### src/rtl/qdra_pkg.sv
// Package with shared constants, codes and command/status types of the rate averager.
package qdra_pkg;

    localparam int MaxBins = 8;
    localparam int BinW = $clog2(MaxBins);

    // Request codes.
    localparam logic [1:0] ReqEdgeA = 2'd0;
    localparam logic [1:0] ReqEdgeB = 2'd1;
    localparam logic [1:0] ReqSetPos = 2'd2;

    // Configuration register indexes.
    localparam logic [2:0] CfgClocksPerUs = 3'd0;
    localparam logic [2:0] CfgMinTick = 3'd1;
    localparam logic [2:0] CfgShortSamples = 3'd2;
    localparam logic [2:0] CfgLongSamples = 3'd3;
    localparam logic [2:0] CfgBinCount = 3'd4;
    localparam logic [2:0] CfgBinMin = 3'd5;
    localparam logic [2:0] CfgBinMax = 3'd6;

    // Divider operand select.
    typedef enum logic [2:0] {
        DIV_BIN, DIV_TUS, DIV_SINGLE_US, DIV_SHORT, DIV_LONG
    } t_div_op;

    // Commands from the controller to the datapath.
    typedef struct packed {
        logic    capture;
        logic    edge_upd;
        logic    div_start;
        t_div_op div_op;
        logic    div_store;
        logic    bin_stamp;
        logic    avg_write;
        logic    finish;
    } t_cmd;

    // Status from the datapath to the controller.
    typedef struct packed {
        logic is_edge;
        logic slow;
        logic binned;
        logic in_window;
        logic div_done;
    } t_status;

endpackage

### src/rtl/qdra_controller.sv
// Controller state machine sequencing one transaction through the datapath.
module qdra_controller (
    input  logic              i_clk,
    input  logic              i_rst_n,
    input  logic              i_in_valid,
    output logic              o_in_ready,
    output logic              o_out_valid,
    input  logic              i_out_ready,
    input  qdra_pkg::t_status i_status,
    output qdra_pkg::t_cmd    o_cmd
);
    typedef enum logic [3:0] {
        S_IDLE, S_EDGE, S_CHECK, S_DIV_BIN, S_DIV_TUS, S_STAMP, S_WIN,
        S_DIV_US, S_DIV_SHORT, S_DIV_LONG, S_WRITE, S_FINISH
    } t_state;

    t_state r_state;
    logic   r_out_valid;
    logic   r_wait;
    logic   w_accept;
    logic   w_out_free;

    // The result register frees when it is empty or being taken this cycle.
    assign w_out_free = !r_out_valid || i_out_ready;
    assign o_in_ready = (r_state == S_IDLE);
    assign w_accept = i_in_valid && o_in_ready;
    assign o_out_valid = r_out_valid;

    // Command decode per state.
    always_comb begin
        o_cmd = '0;
        o_cmd.div_op = qdra_pkg::DIV_BIN;
        o_cmd.capture = w_accept;
        case (r_state)
            S_EDGE: o_cmd.edge_upd = 1'b1;
            S_DIV_BIN: o_cmd.div_op = qdra_pkg::DIV_BIN;
            S_DIV_TUS: o_cmd.div_op = qdra_pkg::DIV_TUS;
            S_DIV_US: o_cmd.div_op = qdra_pkg::DIV_SINGLE_US;
            S_DIV_SHORT: o_cmd.div_op = qdra_pkg::DIV_SHORT;
            S_DIV_LONG: o_cmd.div_op = qdra_pkg::DIV_LONG;
            S_STAMP: o_cmd.bin_stamp = 1'b1;
            S_WRITE: o_cmd.avg_write = 1'b1;
            S_FINISH: o_cmd.finish = w_out_free;
            default: ;
        endcase
        if (r_state inside {S_DIV_BIN, S_DIV_TUS, S_DIV_US, S_DIV_SHORT, S_DIV_LONG}) begin
            o_cmd.div_start = !r_wait;
            o_cmd.div_store = i_status.div_done;
        end
    end

    // State and registered handshake.
    always_ff @(posedge i_clk) begin
        if (!i_rst_n) begin
            r_state <= S_IDLE;
            r_out_valid <= 1'b0;
            r_wait <= 1'b0;
        end else begin
            if (o_cmd.div_start) r_wait <= 1'b1;
            if (i_status.div_done) r_wait <= 1'b0;
            if (r_out_valid && i_out_ready) r_out_valid <= 1'b0;
            case (r_state)
                S_IDLE: if (w_accept) r_state <= S_EDGE;
                S_EDGE: r_state <= S_CHECK;
                S_CHECK: begin
                    if (!i_status.is_edge || !i_status.slow) r_state <= S_FINISH;
                    else if (i_status.binned) r_state <= S_DIV_BIN;
                    else r_state <= S_DIV_US;
                end
                S_DIV_BIN: if (i_status.div_done) r_state <= S_DIV_TUS;
                S_DIV_TUS: if (i_status.div_done) r_state <= S_STAMP;
                S_STAMP: r_state <= S_WIN;
                S_WIN: r_state <= i_status.in_window ? S_DIV_SHORT : S_FINISH;
                S_DIV_US: if (i_status.div_done) r_state <= S_DIV_SHORT;
                S_DIV_SHORT: if (i_status.div_done) r_state <= S_DIV_LONG;
                S_DIV_LONG: if (i_status.div_done) r_state <= S_WRITE;
                S_WRITE: r_state <= S_FINISH;
                S_FINISH: begin
                    // Hold the finished item until the result register frees.
                    if (w_out_free) begin
                        r_out_valid <= 1'b1;
                        r_state <= S_IDLE;
                    end
                end
                default: r_state <= S_IDLE;
            endcase
        end
    end
endmodule

### config.mk
export PLATFORM = sky130hd
export DESIGN_NAME = qdra_controller
export DESIGN_NICKNAME = d
export VERILOG_FILES = /design/src/rtl/qdra_pkg.sv /design/src/rtl/qdra_controller.sv
export SDC_FILE = /design/constraint.sdc
export NUM_CORES = 1
export LEC_CHECK = 0
export CAP_MARGIN = 20
export CORE_AREA = 5 5 42 44
export DETAILED_ROUTE_END_ITERATION = 16
export DIE_AREA = 0 0 47 49
export DONT_BUFFER_PORTS = 1
export GPL_ROUTABILITY_DRIVEN = 1
export PLACE_DENSITY = 0.58
export SYNTH_ARGS = -nofsm -noshare
export SYNTH_HDL_FRONTEND = slang
export SYNTH_SLANG_ARGS = --single-unit
### constraint.sdc
create_clock -name i_clk -period 1.7 [get_ports i_clk]
set_clock_uncertainty 0.15 [all_clocks]
set_input_delay 0 -clock i_clk [delete_from_list [all_inputs] [get_ports i_clk]]
set_output_delay 0 -clock i_clk [all_outputs]
set_load 0.02 [all_outputs]
# Word-level counts from Yosys, hierarchy flattened
# Index checks and enable logic that the tools add are counted.
[totals] reg_bits=6 latch_bits=0 mem_bits_rw=0 rom_bits=0 input_bits=9 output_inout_bits=12 wordCells=55 memories=0
[op_classes] addsub=0 multipliers=0 n_div=0 order_cmp=0 eq_ne=18 n_shift=0 n_mux=21 bitwise=1 reduce_logical=12
[ops] op="$pmux W4 S12" count=1
[ops] op="$mux W4" count=8
[ops] op="$eq A4 B3 Y1 const B" count=4
[ops] op="$eq A4 B4 Y1 const B" count=4
[ops] op="$ne A2 B2 Y1 const B" count=6
[ops] op="$pmux W3 S4" count=1
[ops] op="$mux W1" count=9
[ops] op="$eq A4 B2 Y1 const B" count=2
[ops] op="$reduce_and A7 Y1" count=1
[ops] op="$reduce_bool A5 Y1" count=1
[ops] op="$eq A4 B1 Y1 const B" count=1
[ops] op="$logic_not A1 Y1" count=4
[ops] op="$logic_not A4 Y1" count=1
[ops] op="$mux W3" count=1
[ops] op="$logic_and A1 B1 Y1" count=2
[ops] op="$logic_or A1 B1 Y1" count=2
[ops] op="$mux W2" count=1
[ops] op="$ne A2 B1 Y1 const B" count=1
[ops] op="$reduce_or A2 Y1" count=1
[ops] op="$not A1 Y1" count=1

# Longest topological paths before layout
[logic_depth] ltp_word=4 ltp_mapped=5 mapped_depth_nobuf=4

# Least setup slack after synthesis
# OpenSTA, ideal clock, no wires.
[synth_timing] path_kind="reg-to-reg" startpoint="reg r_state[1]" endpoint="reg r_state[0]" setup_ns=0.070 t_arrival_ns=1.416 required_ns=1.480 path_slack_ns=0.065 path_stages_with_launch=5 n_path_buf=0 period_less_slack_ns=1.635 path_cell_list="dfxtp_1 and2_4 o311a_4 or4_1 a21oi_1"
[synth_between] elab_chain_len=4 word_cells_on_any_way=22 classes_between="18 x eq/ne; 1 x mux; 3 x reduce/logical"
[synth_rtl] item="start, declared" line="qdra_controller.sv:17" source="t_state r_state;"
[synth_rtl] item="start signal, assigned" line="qdra_controller.sv:73" source="S_WIN: r_state <= i_status.in_window ? S_DIV_SHORT : S_FINISH;"
[synth_rtl] item="$logic_not A4 Y1" line="qdra_controller.sv:25, qdra_controller.sv:62"
[synth_rtl] item="$logic_and A1 B1 Y1" line="qdra_controller.sv:26" source="assign w_accept = i_in_valid && o_in_ready;"
[synth_rtl] item="$ne A2 B1 Y1 (no source line)"
[synth_rtl] item="$reduce_and A7 Y1 (no source line)"
# Parallel ways exist; a longest one is shown, timed or not.
# A chain may end at the register's enable or synchronous reset.

# Worst setup path in the final report
[layout_timing] startpoint="reg r_state[3]" endpoint="reg r_state[0]"
# Same word-level chain as after synthesis.

==> impl_metrics.csv <==
group,metric,value,unit
timing,max_freq,597,MHz
floorplan,die_area,0.00230,mm^2
clocking,htree_levels,1,
status,status,"completed",
placed_design,dp_slack,18.2,ps
routing,drt_iter0_drc,2,
grt,grt_pass1_wl,1970,um
final_layout,syn_to_final_growth,45.0,%
clocking,root_buffer,"clkbuf_4",
timing,tightest_slew,398,ps
timing,setup_viol,0,
min_path,hp-class,"input pin to flip-flop",
yosys,yosys_warnings,0,
yosys,synthesis.nets,74,
clocking,numCtsBuffers,3,
pwr,power,0.00125,W
yosys,synth_top_cell_area_share,23.2,%
timing,worst_slack,26.0,ps
floorplan,pin_count,21,
final_layout,instances_no_fill,105,
setup_path,critPathRequiredTime,1730,ps
clocking,path_clk_slew,50,ps
final_layout,num-fill-cells,141,
final_layout,drive_gt1_share,33.7,%
routing,wl,1380,um
grt,grtUsageTotal,12.3,%
min_path,worstHoldPathCells,4,
yosys,synthesis.area,517,um^2
yosys,synth.area.top_cells,"dfxtp_1 (23%), nand2b_1 (6.1%), a21oi_1 (5.8%)",
yosys,yosys.area.top_type,"dfxtp_1",
pwr,ir_drop,0.679,mV
placed_design,gp_congestion,0.793,
final_layout,final_cell_mix,"buf_4 (16), dlygate4sd3_1 (9), nor2_1 (8)",
floorplan,die_w,47,um
flow_run,drv_cap,0,
floorplan,rows,14,
grt,grt-ovfl-total,0,
routing,antenna_left,0,
yosys,yosysSeqAreaShare,23.2,%
final_layout,num-nets-final,100,
setup_path,crit_path_start_kind,"flip-flop",
timing,rsz0062_at_grt,"yes",
yosys,ys_types,37,
routing,drtPass1Iterations,4,
timing,drv_slew,0,
timing,relSlewSlack,73.4,%
clocking,cts_sinks,6,
placed_design,io_buffers,0,
routing,drcViolationCount,0,
setup_path,rrSetupSlack,30,ps
yosys,netlist_instances,65,
timing,fin_crit,1670,ps
placed_design,place_inst,93,
placed_design,place_hpwl,979,um
setup_path,path_class,"flip-flop to flip-flop",
clocking,ctsLongestPathBuffers,2,
grt,grt_max_degree,11,
grt,first_global_vias,470,
floorplan,die_h,49,um
pwr,leakage,0.298,nW
routing,wl_per_cell,13.1,um
routing,dr_total_vias,546,
setup_path,cp-end-kind,"flip-flop",
timing,final_hold_viol_count,0,
setup_path,reg2reg_depth,4,
yosys,synth.avg_cell_area,7.95,um^2
floorplan,start_util,36.9,%
yosys,ys_ff_latch,6,
final_layout,final_common_cell,"buf_4",
timing,fin_crit_sh,98.5,%
pwr,power_density,1670,mW/mm^2
grt,antenna_found_initial,0,
setup_path,crit_fanout,8,
final_layout,antenna_cells,0,
floorplan,core_area,0.00140,mm^2
clocking,worstSkewPairLatency,250,ps
clocking,cts_tree,"done",
routing,vias_per_cell,5.20,
setup_path,arrival,1700,ps
## per-layer routing
| metal | global-route usage, % | routed length (um) | vias up |
|---|---|---|---|
| met1 | 13.5 | 551 | 237 |
| met5 | 0 | 0 | - |
| met2 | 19.5 | 677 | 20 |
| met4 | 6.91 | 31 | 0 |
| met3 | 4.43 | 115 | 4 |
| li1 | - | - | 285 |
## state kept, by name (all words and copies together) (netlist names)
register     count
r_state          4
r_wait           1
o_out_valid      1
## synth_stat cells, drive strengths merged
| library cell | instances |
|---|---|
| nor2 | 8 |
| a21oi | 6 |
| dfxtp | 6 |
| nand2b | 5 |
| inv | 4 |
| o21ai | 4 |
| buf | 3 |
| nor2b | 3 |
| and2 | 2 |
| clkbuf | 2 |
| nand2 | 2 |
| nor3b | 2 |
| o22ai | 2 |
| o31ai | 2 |
| or4 | 2 |
| a2111o | 1 |
| a211oi | 1 |
| a31oi | 1 |
| nand4b | 1 |
| nor3 | 1 |
| o211ai | 1 |
| o21a | 1 |
| o311a | 1 |
| o311ai | 1 |
| o41ai | 1 |
| or2 | 1 |
| or3 | 1 |
## worst paths after layout
kind,startpoint,end
worst max-delay path,r_state[3]$_SDFFE_PN0P_,r_state[0]$_SDFFE_PN0P_
worst min-delay path,i_status[1],r_state[1]$_SDFFE_PN0P_
worst max register to register,r_state[3]$_SDFFE_PN0P_,r_state[0]$_SDFFE_PN0P_
worst min register to register,r_wait$_SDFFE_PP0P_,r_wait$_SDFFE_PP0P_
## kinds of logic (layout without fill, tap and decap cells)
| family | count (synthesis) | after routing | synth area share (%) |
|---|---|---|---|
| and+or+nand+nor | 28 | 28 | 32.0 |
| AOI/OAI and AO/OA | 22 | 22 | 35.1 |
| DFF | 6 | 6 | 23.2 |
| buffers and inverters | 9 | 33 | 9.68 |
## through the flow
stage	area (um^2)	util [%]	hold slack [ps]	TNS, ps
finish	749	53.5	14.3	0
global route	749	53.5	40.6	-180
CTS	743	53.0	15.9	0
detailed placement	629	44.9	-74.3	0
global placement	629	44.9	-73.6	0
floorplan	517	-	-77.2	0
## worst max-delay path, stage by stage (launching register included)
cell	delay (ps)
dfxtp_2	340
or4_4	560
o22ai_4	260
o21ai_0	140
a21oi_1	140
## cell type report
type / count / area, um^2 / share of cell area, %
Timing Repair Buffer: 26 / 221 / 29.5
Tap cell: 16 / 20.0 / 2.67
Clock buffer: 3 / 22.5 / 3.01
Inverter: 4 / 15.0 / 2.00
Multi-Input combinational cell: 50 / 347 / 46.2
Sequential cell: 6 / 124 / 16.5
## timing repair
item / in CTS / in global routing
endpoints found under the hold margin: 6 / 0
hold buffers: 9 / 0
setup buffers: 0 / 0
resized for setup: 1 / 3
setup endpoints to repair: 1 / 5
## report_power, final
group,switching (W),internal (W)
Clock,0.0000583,0.0000803
Combinational,0.000463,0.000411
Sequential,0.0000498,0.000189
Note: power is estimated with default switching activity, not from simulation.
